`config.mk`:
```
export PLATFORM = sky130hd
export DESIGN_NAME = hnd_ctrl
export DESIGN_NICKNAME = d
export VERILOG_FILES = /design/src/design/hnd_pkg.sv /design/src/design/hnd_ctrl.sv
export SDC_FILE = /design/constraint.sdc
export NUM_CORES = 1
export LEC_CHECK = 0
export ABC_AREA = 1
export ABC_CLOCK_PERIOD_IN_PS = 1600
export BUFFER_PORTS_ARGS = -buffer_cell sky130_fd_sc_hd__buf_2
export CAP_MARGIN = 25
export CORE_ASPECT_RATIO = 1.25
export CORE_MARGIN = 2
export CORE_UTILIZATION = 25
export DETAILED_ROUTE_END_ITERATION = 10
export GPL_ROUTABILITY_DRIVEN = 0
export PLACE_DENSITY = 0.46
export SYNTH_ARGS = -nofsm -noshare
export SYNTH_HDL_FRONTEND = slang
export SYNTH_SLANG_ARGS = --single-unit
```
`constraint.sdc`:
```
create_clock -name clk -period 1.6 [get_ports clk]
set_clock_uncertainty 0.2 [all_clocks]
set_input_delay 0.32 -clock clk [delete_from_list [all_inputs] [get_ports clk]]
set_output_delay 0.32 -clock clk [all_outputs]
set_load 0.02 [all_outputs]
```
`src/design/hnd_pkg.sv`:
```
package hnd_pkg;

    localparam int unsigned MAX_ENTRIES_DEF = 4096;
    localparam int unsigned NAME_CHARS      = 8;
    localparam int unsigned CHAR_W          = 8;
    localparam int unsigned NAME_W          = NAME_CHARS * CHAR_W;
    localparam int unsigned CFG_W           = 13;
    localparam int unsigned HASH_W          = 32;
    localparam int unsigned DCNT_W          = $clog2(HASH_W + 1);
    localparam int unsigned OUT_IDX_W       = 12;
    localparam int unsigned CHAR_IDX_W      = $clog2(NAME_CHARS);
    localparam int unsigned APB_ADDR_W      = 3;
    localparam int unsigned APB_DATA_W      = 32;

    localparam logic [1:0] OP_CLEAR  = 2'd0;
    localparam logic [1:0] OP_INSERT = 2'd1;
    localparam logic [1:0] OP_LOOKUP = 2'd2;
    localparam logic [1:0] OP_UNUSED = 2'd3;

    localparam logic [1:0] ST_OK        = 2'd0;
    localparam logic [1:0] ST_NOT_FOUND = 2'd1;
    localparam logic [1:0] ST_FULL      = 2'd2;

    typedef struct packed {
        logic [1:0]        op;
        logic [NAME_W-1:0] name_bytes;
    } dir_in_t;

    typedef struct packed {
        logic [1:0]           status;
        logic [OUT_IDX_W-1:0] entry_index;
    } dir_out_t;

    // Commands from the controller to the datapath.
    typedef struct packed {
        logic load;
        logic hash_step;
        logic div_start;
        logic div_step;
        logic clr_start;
        logic clr_step;
        logic head_rd;
        logic ins_wr;
        logic walk_load;
        logic node_rd;
        logic walk_next;
        logic cnt_clear;
        logic res_clear;
        logic res_ins;
        logic res_found;
        logic res_miss;
        logic res_full;
    } dp_cmd_t;

    // Status from the datapath to the controller.
    typedef struct packed {
        logic hash_done;
        logic div_done;
        logic clr_done;
        logic full;
        logic cur_valid;
        logic match;
    } dp_sts_t;

    function automatic logic [CHAR_W-1:0] to_upper(input logic [CHAR_W-1:0] c);
        logic [CHAR_W-1:0] r;
        r = c;
        if (c >= 8'h61 && c <= 8'h7A)
        begin
            r = c - 8'h20;
        end
        return r;
    endfunction

    // Zero every byte after the first NUL.
    function automatic logic [NAME_W-1:0] canon(input logic [NAME_W-1:0] w);
        logic [NAME_W-1:0] r;
        logic              alive;
        r     = '0;
        alive = 1'b1;
        for (int k = 0; k < NAME_CHARS; k++)
        begin
            if (w[k*CHAR_W +: CHAR_W] == '0)
            begin
                alive = 1'b0;
            end
            if (alive)
            begin
                r[k*CHAR_W +: CHAR_W] = w[k*CHAR_W +: CHAR_W];
            end
        end
        return r;
    endfunction

    function automatic logic [NAME_W-1:0] upper_name(input logic [NAME_W-1:0] w);
        logic [NAME_W-1:0] r;
        r = '0;
        for (int k = 0; k < NAME_CHARS; k++)
        begin
            r[k*CHAR_W +: CHAR_W] = to_upper(w[k*CHAR_W +: CHAR_W]);
        end
        return r;
    endfunction

endpackage

```
`src/design/hnd_ctrl.sv`:
```
module hnd_ctrl
    import hnd_pkg::*;
(
    input  logic       clk,
    input  logic       rst_n,
    input  logic       start,
    input  logic [1:0] op,
    input  dp_sts_t    ctl_sts,
    output dp_cmd_t    ctl_cmd,
    output logic       busy,
    output logic       done
);

    typedef enum logic [7:0] {
        S_INIT  = 8'b0000_0001,
        S_IDLE  = 8'b0000_0010,
        S_CLR   = 8'b0000_0100,
        S_HASH  = 8'b0000_1000,
        S_DIV   = 8'b0001_0000,
        S_HDATA = 8'b0010_0000,
        S_NODE  = 8'b0100_0000,
        S_CMP   = 8'b1000_0000
    } state_t;

    state_t     state_reg, state_next;
    logic [1:0] op_reg, op_next;
    logic       done_reg, done_next;

    always_comb
    begin
        state_next = state_reg;
        op_next    = op_reg;
        ctl_cmd    = '0;
        case (state_reg)
            S_INIT:
            begin
                ctl_cmd.clr_step = 1'b1;
                if (ctl_sts.clr_done)
                begin
                    state_next = S_IDLE;
                end
            end
            S_IDLE:
            begin
                if (start)
                begin
                    op_next = op;
                    case (op)
                        OP_CLEAR:
                        begin
                            ctl_cmd.cnt_clear = 1'b1;
                            ctl_cmd.clr_start = 1'b1;
                            state_next        = S_CLR;
                        end
                        OP_INSERT:
                        begin
                            if (ctl_sts.full)
                            begin
                                ctl_cmd.res_full = 1'b1;
                            end
                            else
                            begin
                                ctl_cmd.load = 1'b1;
                                state_next   = S_HASH;
                            end
                        end
                        OP_LOOKUP:
                        begin
                            ctl_cmd.load = 1'b1;
                            state_next   = S_HASH;
                        end
                        default:
                        begin
                        end
                    endcase
                end
            end
            S_CLR:
            begin
                ctl_cmd.clr_step = 1'b1;
                if (ctl_sts.clr_done)
                begin
                    ctl_cmd.res_clear = 1'b1;
                    state_next        = S_IDLE;
                end
            end
            S_HASH:
            begin
                if (ctl_sts.hash_done)
                begin
                    ctl_cmd.div_start = 1'b1;
                    state_next        = S_DIV;
                end
                else
                begin
                    ctl_cmd.hash_step = 1'b1;
                end
            end
            S_DIV:
            begin
                if (ctl_sts.div_done)
                begin
                    ctl_cmd.head_rd = 1'b1;
                    state_next      = S_HDATA;
                end
                else
                begin
                    ctl_cmd.div_step = 1'b1;
                end
            end
            S_HDATA:
            begin
                if (op_reg == OP_INSERT)
                begin
                    ctl_cmd.ins_wr  = 1'b1;
                    ctl_cmd.res_ins = 1'b1;
                    state_next      = S_IDLE;
                end
                else
                begin
                    ctl_cmd.walk_load = 1'b1;
                    state_next        = S_NODE;
                end
            end
            S_NODE:
            begin
                if (ctl_sts.cur_valid)
                begin
                    ctl_cmd.node_rd = 1'b1;
                    state_next      = S_CMP;
                end
                else
                begin
                    ctl_cmd.res_miss = 1'b1;
                    state_next       = S_IDLE;
                end
            end
            S_CMP:
            begin
                if (ctl_sts.match)
                begin
                    ctl_cmd.res_found = 1'b1;
                    state_next        = S_IDLE;
                end
                else
                begin
                    ctl_cmd.walk_next = 1'b1;
                    state_next        = S_NODE;
                end
            end
            default:
            begin
                state_next = S_IDLE;
            end
        endcase
    end

    assign done_next = ctl_cmd.res_clear | ctl_cmd.res_ins | ctl_cmd.res_found
                     | ctl_cmd.res_miss | ctl_cmd.res_full;

    always_ff @(posedge clk or negedge rst_n)
    begin
        if (!rst_n)
        begin
            state_reg <= S_INIT;
            op_reg    <= OP_CLEAR;
            done_reg  <= 1'b0;
        end
        else
        begin
            state_reg <= state_next;
            op_reg    <= op_next;
            done_reg  <= done_next;
        end
    end

    assign busy = (state_reg != S_IDLE);
    assign done = done_reg;

endmodule

```
==> flow_metrics.py <==
metrics = {
    "global_route": {
        "grt_max_degree": 12,
        "grt.met1_usage_pct": 13.2,
        "antenna_found_initial": 0,
        "use_met2_pct": 26.1,
        "top_usage_layer": "met2",
        "grt_pass1_vias": 1073,
        "overflow": 0,
        "grt_first_pass_wirelength_um": 4270,
        "grt_usage_pct": 13.8,
        "grt_use_met3_pct": 1.87,
    },
    "routing": {
        "drt_iter0_drc": 20,
        "antenna_left": 0,
        "viasPerCell": 4.39,
        "wl_per_cell_um": 11.6,
        "drc": 0,
        "first_pass_iters": 3,
        "routed_wl_um": 2750,
        "vias": 1041,
    },
    "cts": {
        "clockBufferDepth": 2,
        "cts-root-buf": "clkbuf_8",
        "htree_levels": 1,
        "cts_sinks": 11,
        "clk_pin_slew_ns": 0.05,
        "cts-buffers-inserted": 3,
        "clock_latency_ns": 0.24,
        "tritoncts": "yes",
    },
    "final_layout": {
        "diodes": 0,
        "drive_above_1_share_pct": 66.5,
        "final_nets": 215,
        "layout_commonest_cell": "buf_4",
        "largest_register_ffs": 8,
        "layout_common_cells": "30 x buf_4, 29 x buf_6, 20 x nand2_1",
        "syn_to_final_growth_pct": 107,
    },
    "critical_path": {
        "crit_path_start_kind": "register",
        "crit_slowest_cell": "dfrtp_1",
        "worst_path_largest_cell_delay_ns": 0.41,
        "crit_fanout": 5,
        "end_kind": "output port",
        "critPathBufInv": 2,
        "cp.depth": 6,
        "ff2ff_setup_slack_ns": -0.18,
        "reg2reg_depth": 11,
        "critPathTopFamily": "simple AND/OR/NAND/NOR gates",
        "cp_cell_sequence": "nor2_4 -> nand3_2 -> nor2_4 -> nand4_1 -> inv_2 -> buf_6",
        "critPathArrivalTime_ns": 1.48,
        "cp-startpoint": "state_reg[3]",
        "crit_top_cell": "nor2_4",
        "cp.required_ns": 1.08,
        "crit_end": "ctl_cmd[0]",
        "critPathKind": "register to output port",
        "timing.rr.start": "state_reg[3]",
        "reg2reg_to": "state_reg[1]",
    },
    "outcome": {
        "failed_checks": "negative setup slack",
        "outcome": "complete, but fails checks",
    },
    "sta": {
        "worst_pin_slew_ns": 0.368,
        "finalHoldViolations": 0,
        "final_max_slew_viol_count": 0,
        "fin_tns_setup_ns": -6.45,
        "relSlewSlack_pct": 75.2,
        "rsz0062_at_grt": "true",
        "finalCritPeriodShare_pct": 125,
        "setup_viol": 25,
        "setup_ws_ns": -0.399,
        "fin_crit_ns": 2.00,
        "fmax_mhz": 500,
        "whs_ns": 0.147,
    },
    "power": {
        "ir_drop_uv": 775,
        "power_uw": 2070,
        "power.leakage_uw": 0.000909,
        "power_density_mw_per_mm2": 1170,
    },
    "place": {
        "io_buffers": 29,
        "dp_hpwl_um": 1840,
    },
    "min_path": {
        "min_path_type": "input port to register",
        "hold_depth": 2,
    },
    "synth": {
        "netlist_area_um2": 853,
        "synth.avg_cell_area_um2": 6.72,
        "ys_seq_area_share_pct": 32.4,
        "synthCells": 127,
        "synth-seq-cells": 11,
        "syn_nets": 141,
        "yosysWarnings": 0,
        "ys_types": 19,
    },
    "floorplan": {
        "core_mm2": 0.00322,
        "start_util_pct": 26.5,
        "die_y_um": 69.3,
        "pin_count": 30,
        "die_w_um": 56.3,
        "dieArea_mm2": 0.00390,
        "num_rows": 23,
    },
    "run": {
        "maxCapViolations": 0,
    },
}
[cell families (layout without fill, tap and decap cells)]
group	after synthesis	in the layout	synth area share, %
DFF	11	11	32.4
adders and majority gates	3	3	4.40
buffers and inverters	27	100	12.8
AOI/OAI and AO/OA	8	8	5.28
and+or+nand+nor	78	78	45.2
[per-stage QoR]
stage                     instances  utilization (%)  cell area (µm²)  setup slack [ns]
after floorplan                 127                -              913            -0.139
after global placement          212             38.5             1240            -0.167
after detailed placement        212             38.5             1240            -0.204
after CTS                       232             48.3             1560            -0.405
after global routing            237             54.9             1770            -0.470
final                           237             54.9             1770            -0.399
[cells in the mapped netlist]
master,n,area share [%]
nand3b_1,2,1.8
dfstp_2,1,3.1
dfrtp_1,10,29
o21ai_0,5,2.9
o22ai_1,1,0.73
ha_1,3,4.4
nand4_1,2,1.5
nor2_1,22,9.7
a21oi_1,1,0.59
nor2_2,5,3.7
o21ai_2,1,1.0
nand2_2,6,4.4
buf_4,2,1.8
nand3_1,6,3.5
inv_1,25,11
nand2_4,1,1.3
nor3_1,6,3.5
nor2_4,4,5.3
nand2_1,24,11
[metal layers]
| metal | wire, µm | vias to the layer above | part of all wire, % |
|---|---|---|---|
| met5 | 0 | - | 0 |
| met4 | 40 | 0 | 1.5 |
| met3 | 81 | 2 | 2.9 |
| met2 | 1660 | 18 | 61 |
| met1 | 962 | 490 | 35 |
| li1 | - | 531 | - |
[area by class of cell]
class                      instances  area [µm²]
fill                             302        1450
clock buffer                       4        45.0
tap                               37        46.3
timing repair buffer              71         617
inverter                          25         101
multi-input combinational         89         683
sequential                        11         278
[power breakdown]
group          total (µW)  internal [µW]  switching [µW]
sequential            392            342            49.7
clock                 278            175             103
combinational        1400            672             726
[worst min path at each step]
stage / slack [ns] / end / startpoint
final: 0.15 / state_reg[6] / ctl_sts[0]
after global routing: 0.16 / state_reg[6] / ctl_sts[0]
after CTS: 0.13 / state_reg[6] / ctl_sts[0]
after detailed placement: 0.02 / state_reg[5] / rst_n
after global placement: 0.02 / state_reg[5] / rst_n
after floorplan: -0.18 / done / rst_n
[timing repair]
item | CTS | global route
endpoints found under the setup margin | 21 | 24
resized for setup | 48 | 56
hold buffers | 1 | 0
pin swaps | 13 | 23
setup buffers | 15 | 14
hold endpoints to repair | 10 | 0
[worst reg2reg max path, delay by kind of cell (launching register included)]
kind,cells,cell delay (ns)
simple gates,8,0.73
buf+inv,3,0.32
flops,1,0.41
(Power assumes the default switching activity.)
